**src/hdl/indexed_doubly_linked_list_defines.svh**
```systemverilog
// Assertion macros shared by the indexed doubly linked list RTL.
`ifndef INDEXED_DOUBLY_LINKED_LIST_DEFINES_SVH
`define INDEXED_DOUBLY_LINKED_LIST_DEFINES_SVH

// Same-cycle implication, sampled on clk and disabled during rst.
`define IDLL_ASSERT_IMP(label, ante, cons) \
  label: assert property (@(posedge clk) disable iff (rst) (ante) |-> cons) \
    else $error("idll assertion failed");

// Next-cycle implication, sampled on clk and disabled during rst.
`define IDLL_ASSERT_NXT(label, ante, cons) \
  label: assert property (@(posedge clk) disable iff (rst) (ante) |=> cons) \
    else $error("idll assertion failed");

`endif

```
**src/hdl/idll_pkg.sv**
```systemverilog
// Package with types, constants and reset-pattern functions for the linked list.
package idll_pkg;

  localparam int NODE_W    = 8;
  localparam int MAX_NODES = 255;
  // Highest node index that the reset chain reaches; indices are 8 bits.
  localparam logic [NODE_W-1:0] LAST_NODE =
    (MAX_NODES > 255) ? 8'd255 : NODE_W'(MAX_NODES);

  typedef logic [NODE_W-1:0] node_t;

  typedef enum logic [2:0] {
    OP_INSERT = 3'd0,
    OP_UNLINK = 3'd1,
    OP_PUSH   = 3'd2,
    OP_POP    = 3'd3,
    OP_READ   = 3'd4
  } op_t;

  typedef enum logic [1:0] {
    ST_DONE     = 2'd0,
    ST_EMPTY    = 2'd1,
    ST_SENTINEL = 2'd2
  } status_t;

  typedef enum logic [2:0] {
    S_CLEAR,
    S_IDLE,
    S_WR1,
    S_WR2,
    S_DONE
  } state_t;

  // One write per table per cycle.
  typedef struct packed {
    logic  pwe;
    node_t paddr;
    node_t pdata;
    logic  nwe;
    node_t naddr;
    node_t ndata;
  } wr_t;

  function automatic node_t init_prev(input node_t i);
    node_t r;
    if (i == '0) begin
      r = LAST_NODE;
    end else if (i <= LAST_NODE) begin
      r = i - 8'd1;
    end else begin
      r = '0;
    end
    return r;
  endfunction

  function automatic node_t init_next(input node_t i);
    node_t r;
    if (i == '0) begin
      r = (LAST_NODE != '0) ? 8'd1 : 8'd0;
    end else if (i < LAST_NODE) begin
      r = i + 8'd1;
    end else begin
      r = '0;
    end
    return r;
  endfunction

endpackage

```
**src/hdl/idll_tables.sv**
```systemverilog
// Predecessor and successor link tables with reset sweep and sentinel shadows.
module idll_tables
  import idll_pkg::*;
(
  input  logic  clk,
  input  logic  rst,
  input  logic  rd_en,
  input  node_t rd_addr,
  input  wr_t   wr,
  output logic  busy,
  output node_t prev_rd,
  output node_t next_rd,
  output node_t head,
  output node_t tail
);

  node_t prev_mem [256];
  node_t next_mem [256];
  node_t clr_idx;
  wr_t   wr_eff;

  // While the sweep runs it owns both write ports.
  always_comb begin
    if (busy) begin
      wr_eff.pwe   = 1'b1;
      wr_eff.paddr = clr_idx;
      wr_eff.pdata = init_prev(clr_idx);
      wr_eff.nwe   = 1'b1;
      wr_eff.naddr = clr_idx;
      wr_eff.ndata = init_next(clr_idx);
    end else begin
      wr_eff = wr;
    end
  end

  always_ff @(posedge clk) begin
    if (rst) begin
      busy    <= 1'b1;
      clr_idx <= '0;
    end else if (busy) begin
      clr_idx <= clr_idx + 8'd1;
      if (clr_idx == 8'hFF) begin
        busy <= 1'b0;
      end
    end
  end

  always_ff @(posedge clk) begin
    if (wr_eff.pwe) begin
      prev_mem[wr_eff.paddr] <= wr_eff.pdata;
    end
    if (rd_en) begin
      prev_rd <= prev_mem[rd_addr];
    end
  end

  always_ff @(posedge clk) begin
    if (wr_eff.nwe) begin
      next_mem[wr_eff.naddr] <= wr_eff.ndata;
    end
    if (rd_en) begin
      next_rd <= next_mem[rd_addr];
    end
  end

  // Entry 0 of each table is mirrored so head and tail are always at hand.
  always_ff @(posedge clk) begin
    if (wr_eff.nwe && wr_eff.naddr == '0) begin
      head <= wr_eff.ndata;
    end
    if (wr_eff.pwe && wr_eff.paddr == '0) begin
      tail <= wr_eff.pdata;
    end
  end

endmodule

```
**src/hdl/indexed_doubly_linked_list.sv**
```systemverilog
// Indexed doubly linked list: two link tables, node 0 is the sentinel whose
// successor is the head and whose predecessor is the tail. A transaction
// occupies the block from acceptance until its result is loaded: the accepting
// cycle also reads both link tables at the node in question, states WR1 and
// WR2 write the links back (each table has one write port and an operation
// makes two writes to each), and state DONE loads the result register; the
// next transaction can be accepted in the cycle after that load. After reset
// a sweep writes the initial chain into all 256 entries of both tables; no
// transaction is taken until it ends. A finished result may wait in the output
// register while the next transaction is accepted; a second result that finds
// the register still occupied holds the block until the first one is taken.
`include "indexed_doubly_linked_list_defines.svh"

module indexed_doubly_linked_list
  import idll_pkg::*;
(
  input  logic        clk,
  input  logic        rst,
  input  logic        in_valid,
  output logic        in_stall,
  input  logic [2:0]  op,
  input  logic [7:0]  node_a,
  input  logic [7:0]  node_b,
  output logic        out_valid,
  input  logic        out_stall,
  output logic [1:0]  status,
  output logic [7:0]  node_out,
  output logic [7:0]  prev_of_node,
  output logic [7:0]  next_of_node,
  output logic [7:0]  head_node,
  output logic [7:0]  tail_node,
  output logic        is_empty
);

  state_t  state, state_next;
  logic    in_acc, out_load;
  logic    rd_en;
  wr_t     wr;
  logic    tbl_busy;
  node_t   prev_rd, next_rd, tbl_head, tbl_tail;

  // Decoded at acceptance.
  node_t   x_sel, nout_sel;
  status_t st_sel;
  logic    link_sel, unlink_sel;

  node_t   x, b, nout;
  status_t st;
  logic    do_link, do_unlink, do_read;

  idll_tables u_tables (
    .clk     (clk),
    .rst     (rst),
    .rd_en   (rd_en),
    .rd_addr (x_sel),
    .wr      (wr),
    .busy    (tbl_busy),
    .prev_rd (prev_rd),
    .next_rd (next_rd),
    .head    (tbl_head),
    .tail    (tbl_tail)
  );

  assign in_acc = in_valid && !in_stall;

  always_comb begin
    x_sel      = node_a;
    nout_sel   = '0;
    st_sel     = ST_DONE;
    link_sel   = 1'b0;
    unlink_sel = 1'b0;
    case (op_t'(op))
      OP_INSERT, OP_PUSH: begin
        x_sel = (op_t'(op) == OP_PUSH) ? tbl_tail : node_a;
        if (node_b == '0) begin
          st_sel = ST_SENTINEL;
        end else begin
          link_sel = 1'b1;
          nout_sel = node_b;
        end
      end
      OP_UNLINK: begin
        if (node_a == '0) begin
          st_sel = ST_SENTINEL;
        end else if (tbl_head == '0) begin
          st_sel = ST_EMPTY;
        end else begin
          unlink_sel = 1'b1;
          nout_sel   = node_a;
        end
      end
      OP_POP: begin
        x_sel = tbl_head;
        if (tbl_head == '0) begin
          st_sel = ST_EMPTY;
        end else begin
          unlink_sel = 1'b1;
          nout_sel   = tbl_head;
        end
      end
      default: begin
      end
    endcase
  end

  always_ff @(posedge clk) begin
    if (in_acc) begin
      x    <= x_sel;
      b    <= node_b;
      nout <= nout_sel;
      st   <= st_sel;
    end
  end

  always_ff @(posedge clk) begin
    if (rst) begin
      do_link   <= 1'b0;
      do_unlink <= 1'b0;
      do_read   <= 1'b0;
    end else if (in_acc) begin
      do_link   <= link_sel;
      do_unlink <= unlink_sel;
      do_read   <= (op_t'(op) == OP_READ);
    end
  end

  always_ff @(posedge clk) begin
    if (rst) begin
      state <= S_CLEAR;
    end else begin
      state <= state_next;
    end
  end

  always_comb begin
    state_next = state;
    case (state)
      S_CLEAR: if (!tbl_busy) state_next = S_IDLE;
      S_IDLE:  if (in_acc) state_next = S_WR1;
      S_WR1:   state_next = S_WR2;
      S_WR2:   state_next = S_DONE;
      S_DONE:  if (out_load) state_next = S_IDLE;
      default: state_next = S_CLEAR;
    endcase
  end

  // Link writes follow the operation's order: for an insert the new node's
  // own links go first, then its neighbours; for an unlink the neighbours are
  // joined first, then the removed node is cleared.
  always_comb begin
    in_stall = (state != S_IDLE);
    rd_en    = in_acc;
    out_load = (state == S_DONE) && (!out_valid || !out_stall);
    wr       = '0;
    case (state)
      S_WR1: begin
        if (do_link) begin
          wr.pwe   = 1'b1;
          wr.paddr = b;
          wr.pdata = x;
          wr.nwe   = 1'b1;
          wr.naddr = b;
          wr.ndata = next_rd;
        end else if (do_unlink) begin
          wr.nwe   = 1'b1;
          wr.naddr = prev_rd;
          wr.ndata = next_rd;
          wr.pwe   = 1'b1;
          wr.paddr = next_rd;
          wr.pdata = prev_rd;
        end
      end
      S_WR2: begin
        if (do_link) begin
          wr.pwe   = 1'b1;
          wr.paddr = next_rd;
          wr.pdata = b;
          wr.nwe   = 1'b1;
          wr.naddr = x;
          wr.ndata = b;
        end else if (do_unlink) begin
          wr.pwe   = 1'b1;
          wr.paddr = x;
          wr.pdata = '0;
          wr.nwe   = 1'b1;
          wr.naddr = x;
          wr.ndata = '0;
        end
      end
      default: begin
      end
    endcase
  end

  always_ff @(posedge clk) begin
    if (rst) begin
      out_valid <= 1'b0;
    end else if (out_load) begin
      out_valid <= 1'b1;
    end else if (!out_stall) begin
      out_valid <= 1'b0;
    end
  end

  always_ff @(posedge clk) begin
    if (out_load) begin
      status       <= st;
      node_out     <= nout;
      prev_of_node <= do_read ? prev_rd : '0;
      next_of_node <= do_read ? next_rd : '0;
      head_node    <= tbl_head;
      tail_node    <= (tbl_head == '0) ? '0 : tbl_tail;
      is_empty     <= (tbl_head == '0);
    end
  end

  `IDLL_ASSERT_IMP(a_no_write_idle, state == S_IDLE, !wr.pwe && !wr.nwe)
  `IDLL_ASSERT_IMP(a_fixed_latency, in_acc, ##3 (state == S_DONE))
  `IDLL_ASSERT_IMP(a_result_from_done, $rose(out_valid), $past(state) == S_DONE)
  `IDLL_ASSERT_IMP(a_empty_nulls, out_valid && is_empty, head_node == '0 && tail_node == '0)
  `IDLL_ASSERT_NXT(a_clear_holds_off, tbl_busy, in_stall)

endmodule
```
**config.mk**
```make
export PLATFORM = sky130hd
export DESIGN_NAME = indexed_doubly_linked_list
export DESIGN_NICKNAME = d
export VERILOG_FILES = /design/src/hdl/idll_pkg.sv /design/src/hdl/idll_tables.sv /design/src/hdl/indexed_doubly_linked_list.sv
export VERILOG_INCLUDE_DIRS = /design/src /design/src/hdl
export SDC_FILE = /design/constraint.sdc
export NUM_CORES = 2
export LEC_CHECK = 0
export ABC_AREA = 1
export BUFFER_PORTS_ARGS = -buffer_cell sky130_fd_sc_hd__buf_2
export CORE_MARGIN = 2
export CORE_UTILIZATION = 30
export DETAILED_ROUTE_END_ITERATION = 8
export GPL_TIMING_DRIVEN = 0
export PLACE_DENSITY = 0.41
export SYNTH_ARGS = -nofsm -noshare
export SYNTH_HDL_FRONTEND = slang
export SYNTH_HIERARCHICAL = 1
export SYNTH_SLANG_ARGS = --single-unit
```
**constraint.sdc**
```tcl
create_clock -name clk -period 22.6 [get_ports clk]
set_input_delay 1.13 -clock clk [delete_from_list [all_inputs] [get_ports clk]]
set_output_delay 1.13 -clock clk [all_outputs]
set_load 0.005 [all_outputs]
```
# Word level (Yosys, flattened, before mapping)
# Memories as Yosys holds them, arrays and structs flattened. A register that Yosys moved wholly into a read port is not among the register bits.
# Cells that the tools add are included.
# classes
add_sub_neg,2
n_lt_le_gt_ge,2
eq_ne,14
muxes,38
reduce_logical,18
# op_table
op,count
34-bit 2-to-1 mux,5
8-bit 2-to-1 mux,9
34-bit case mux with 2 select lines,1
8-bit zero test,6
8-bit case mux with 3 select lines,1
8-bit case mux with 2 select lines,1
3-bit case mux with 5 select lines,1
1-bit 2-to-1 mux,13
"3-bit by 2-bit == test with 1-bit output, second input constant",4
3-bit 2-to-1 mux,3
"8-bit by 1-bit adder with 8-bit output, second input constant",1
"8-bit == test, second input constant",1
"8-bit less-or-equal comparator, second input constant",1
"8-bit < comparator, second input constant",1
"8-bit by 1-bit subtractor with 8-bit output, second input constant",1
"3-bit by 1-bit == test with 1-bit output, second input constant",2
"3-bit == test, second input constant",2
3-bit zero test,2
"2-bit != test, second input constant",3
2-bit case mux with 3 select lines,1
1-bit logical AND,4
2-bit 2-to-1 mux,2
1-bit zero test,3
"3-bit by 1-bit != test with 1-bit output, second input constant",1
5 further kinds,5
# word_totals
register_bits,101
mem_bits_rw,4096
inputBits,23
out_inout_bits,45
elab_cells,96
n_memories,2
# mem_list
memory,depth,word_bits,rd,rd_clocked_by_memory_dff,write_ports,line_no,source
u_tables.next_mem,256,8,1,1,1,idll_tables.sv:18,node_t next_mem [256];
u_tables.prev_mem,256,8,1,1,1,idll_tables.sv:17,node_t prev_mem [256];

# Depth between registers and ports, before layout
# depth
ltp_word,6
ltp_mapped,21
depth_no_buf,17

# Hierarchy
# Netlist, hierarchy kept.
# by_module_without_submodules
module,n_inst,cells_per_inst,area_each_um2
idll_tables,1,14126,168780.6
indexed_doubly_linked_list,1,388,3634.7

# Worst setup path after synthesis
# No wires, ideal clock.
# synth_path
path_type,register to register
from,reg u_tables.clr_idx[0]
to,"reg u_tables.head[2], data pin"
setup_ps,2187
arrival_time_ps,11071
required_ps,20413
slack_ps,9342
path_stages_with_launch,10
path_cell_list,dfxtp_1 -> inv_1 -> ha_1 -> nand3_1 -> nor2_1 -> inv_1 -> nor2_1 -> nand2_1 -> nand2_1 -> o21ai_0
# synth_rtl
element,line_no,source
"start, declared",idll_tables.sv:19,node_t clr_idx;
"start signal, assigned",idll_tables.sv:41,clr_idx <= clr_idx + 8'd1;
"end signal, assigned",idll_tables.sv:69,head <= wr_eff.ndata;
"end, declared",idll_tables.sv:13,"output node_t head,"

# Worst setup path after layout
# layout_path
from,in op[0]
to,"reg u_tables.prev_rd[3] (read register of u_tables.prev_mem), data pin"
# layout_via
elab_chain_len,3
# layout_rtl
element,line_no,source
"start, declared",indexed_doubly_linked_list.sv:21,"input logic [2:0] op,"
3-bit by 2-bit == test with 1-bit output / 3-bit zero test (equally long branches),"indexed_doubly_linked_list.sv:72, indexed_doubly_linked_list.sv:74",
8-bit 2-to-1 mux / 2-bit OR reduction (equally long branches),"indexed_doubly_linked_list.sv:74, indexed_doubly_linked_list.sv:72",
8-bit case mux with 2 select lines (*),indexed_doubly_linked_list.sv:72,case (op_t'(op))
named net x_sel[2],indexed_doubly_linked_list.sv:43,"node_t x_sel, nout_sel;"
"end, declared",idll_tables.sv:11,"output node_t prev_rd,"
# Mark *: on every way through the listed nets, which the timed path passes. The rest lies on a longest branch.
# A chain may end at the register's enable or synchronous reset.

==> reports/metrics.cfg <==
[outcome]
status=finished, violations left
violations=max-capacitance violations, max-slew violations

[critical_path]
cp_max_fo=10
arrival_ns=7.60
crit_path_start=op[0]
rrSetupSlack_ns=16.14
critPathRequiredTime_ns=23.50
critPathKind=primary input to register
rr_worst_depth=14
r2r-start=u_tables/prev_mem[0][2]
cp-start-kind=primary input
cp-end-kind=register
critPathCapture=u_tables/prev_rd[3]
regToRegEndpoint=u_tables/prev_rd[3]

[clocking]
cts_sinks=4197
cts-htree-levels=5
post_cts_buffers=0
hold_buffers=0
cts_tree=yes
cts_buffers=461
clock_latency_ns=1.09
clock_path_buffers=4
root_buffer=clkbuf_16
clk_pin_slew_worst_paths_ns=0.06
cts.repair.resized=0

[timing]
setup_viol=0
worst_pin_slew_ns=1.68
finalWorstSetupSlack_ns=15.90
fin_crit_ns=6.70
maxSlewHeadroom_pct=-12.2
skew_ns=0.0485
finalCritPeriodShare_pct=29.7
hold_violations=0
setup_tns_ns=0
rsz0062_at_grt=false
drv_slew=219
holdWs_ns=0.282
fmax_mhz=149

[grt]
grt_pass1_vias=115082
grt_max_degree=86
overflow=0
grt_pass1_wl_mm=1180
track_usage_pct=30.8
antenna_found_initial=123

[floorplan]
die_w_um=762
coreArea_mm2=0.573
io_pins=68
die_area_mm2=0.581
rows=278
start_util_pct=30.1
die_h_um=762

[place]
post-dp-hpwl_mm=683
dp_slack_ns=15.27
post-place-cells=22412
place_area_mm2=0.188
port_buffers=67
gp_congestion=1.01

[logic_synthesis]
synth_edf_count=4181
synth_warnings=6
synthArstFlopShare_pct=0
synth_area_leader_cell=edfxtp_1
avgSynthCellArea_um2=11.9
netlist.area_leader.share_pct=72.8
synth.area.top_cells=edfxtp_1, nand3_1, nand2_1
postSynthNetCount=14539
netlist_instances=14514
ys_seq_elements=4197
synth.distinct_cells=39
netlist_area_mm2=0.172
ys.flop_type=edfxtp_1
yosysSeqAreaShare_pct=73.0

[worst_hold_path]
min_path_type=primary input to register
hold_start=node_b[1]
worst_hold_path.num_cells=1

[drt]
via_per_inst=5.54
drtPass1Iterations=6
drt_iter0_drc=19917
wl_mm=927
vias=129371
wl_per_cell_um=39.7
drc=0
postRouteAntennaNets=0

[finish]
fin_nets=15341
instances_no_fill=23350
fin_util_pct=35.3
drive_gt1_share_pct=12.8
fill_cells=56496
syn2layout_area_growth_pct=17.4
postLayoutCellArea_mm2=0.202

[power]
power_density_mw_per_mm2=95.3
vdd_ir_drop_max_mv=0.0684
power_mw=19.3
p_leak_nw=70.8

[job]
drv_cap=24

[cell type report]
cell class / instances / area, µm² / area share [%]
clock inverter: 281 / 2390 / 1.18
multi-input combinational: 9188 / 40800 / 20.1
timing repair buffer: 339 / 5340 / 2.64
tap: 7560 / 9460 / 4.67
inverter: 136 / 518 / 0.256
sequential: 4197 / 126000 / 62.2
antenna: 92 / 230 / 0.114
buffer: 993 / 5840 / 2.89
clock buffer: 564 / 12000 / 5.94
[cells by family (layout without fill, tap and decap cells)]
family                   after synthesis  in the layout  share of synthesized area (%)
other                                  0             92                              0
AND/OR/NAND/NOR                     9052           9052                           22.8
buffers and inverters               1129           2313                           3.66
flip-flops                          4197           4197                           73.0
XOR/XNOR                               6              6                         0.0305
AO/OA/AOI/OAI                        128            128                          0.446
adder cells (fa/ha/maj)                2              2                         0.0145
[synthesized netlist by cell type, types with 4 or more instances]
| master | instances |
|---|---|
| a21oi_1 | 40 |
| a21oi_2 | 7 |
| a21oi_4 | 4 |
| a31oi_1 | 4 |
| buf_1 | 60 |
| buf_2 | 582 |
| buf_4 | 123 |
| buf_6 | 107 |
| buf_8 | 6 |
| clkbuf_1 | 114 |
| dfxtp_1 | 16 |
| edfxtp_1 | 4181 |
| inv_1 | 117 |
| inv_2 | 16 |
| nand2_1 | 4317 |
| nand2_2 | 12 |
| nand3_1 | 4073 |
| nand3_2 | 12 |
| nand4_2 | 4 |
| nor2_1 | 581 |
| nor2_2 | 9 |
| nor2_4 | 14 |
| nor3_1 | 23 |
| o21ai_0 | 42 |
| o22ai_1 | 22 |
| xor2_1 | 4 |
[worst min-delay path by stage]
stage	endpoint	slack, ns
finish	b[1]	0.28
global route	b[1]	0.26
CTS	b[1]	0.21
detailed placement	node_out[1]	0.40
global placement	node_out[2]	0.40
floorplan	node_out[0]	0.40
[layer usage]
| layer | wire length (µm) | GRT usage [%] |
|---|---|---|
| met1 | 368000 | 40.7 |
| met2 | 408000 | 46.6 |
| met3 | 92900 | 7.57 |
| met4 | 58200 | 17.0 |
| met5 | 171 | 0 |
[placed cells by master, fill, tap and decap left out, drive strengths merged]
master,instances
nand2,4329
edfxtp,4181
nand3,4085
buf,1217
clkbuf,679
nor2,604
clkinv,223
inv,149
diode,92
a21oi,51
o21ai,44
bufinv,38
nor3,24
o22ai,22
dfxtp,16
clkinvlp,7
nand4,7
a31oi,4
xor2,4
o211ai,2
xnor2,2
or2,2
a32o,2
ha,2
o21a,2
and3,1
a22o,1
[where the power goes]
group | internal, mW | switching, mW
clock network | 4.19 | 3.32
logic | 0.616 | 2.49
registers | 8.68 | 0.0103
total | 13.5 | 5.81
[flip-flops by register name (all words and copies together) (netlist names), 2 cells and up]
name and flops:
node_out 8, next_of_node 8, state 3, status 2, b 8, x 8, nout 8, u_tables/next_rd 8
u_tables/prev_mem 2048, u_tables/head 7, u_tables/clr_idx 8, prev_of_node 8, u_tables/prev_rd 8, u_tables/next_mem 2041, head_node 8, st 2
tail_node 8
[critical path: stages]
cell and delay, ns:
buf_2 0.13, nor2_2 0.39, nor2_2 0.17, o21ai_0 0.17, nand3_1 0.19, buf_4 0.35
inv_2 0.57, buf_2 0.75, buf_1 1.13, nand3_1 0.35, nand3_1 0.23, nand3_1 0.23
nand3_1 0.37, nand3_1 0.75, nand2_1 0.27, nand2_1 0.07, nand2_1 0.22
No activity file was read; power rests on OpenSTA's default activity.
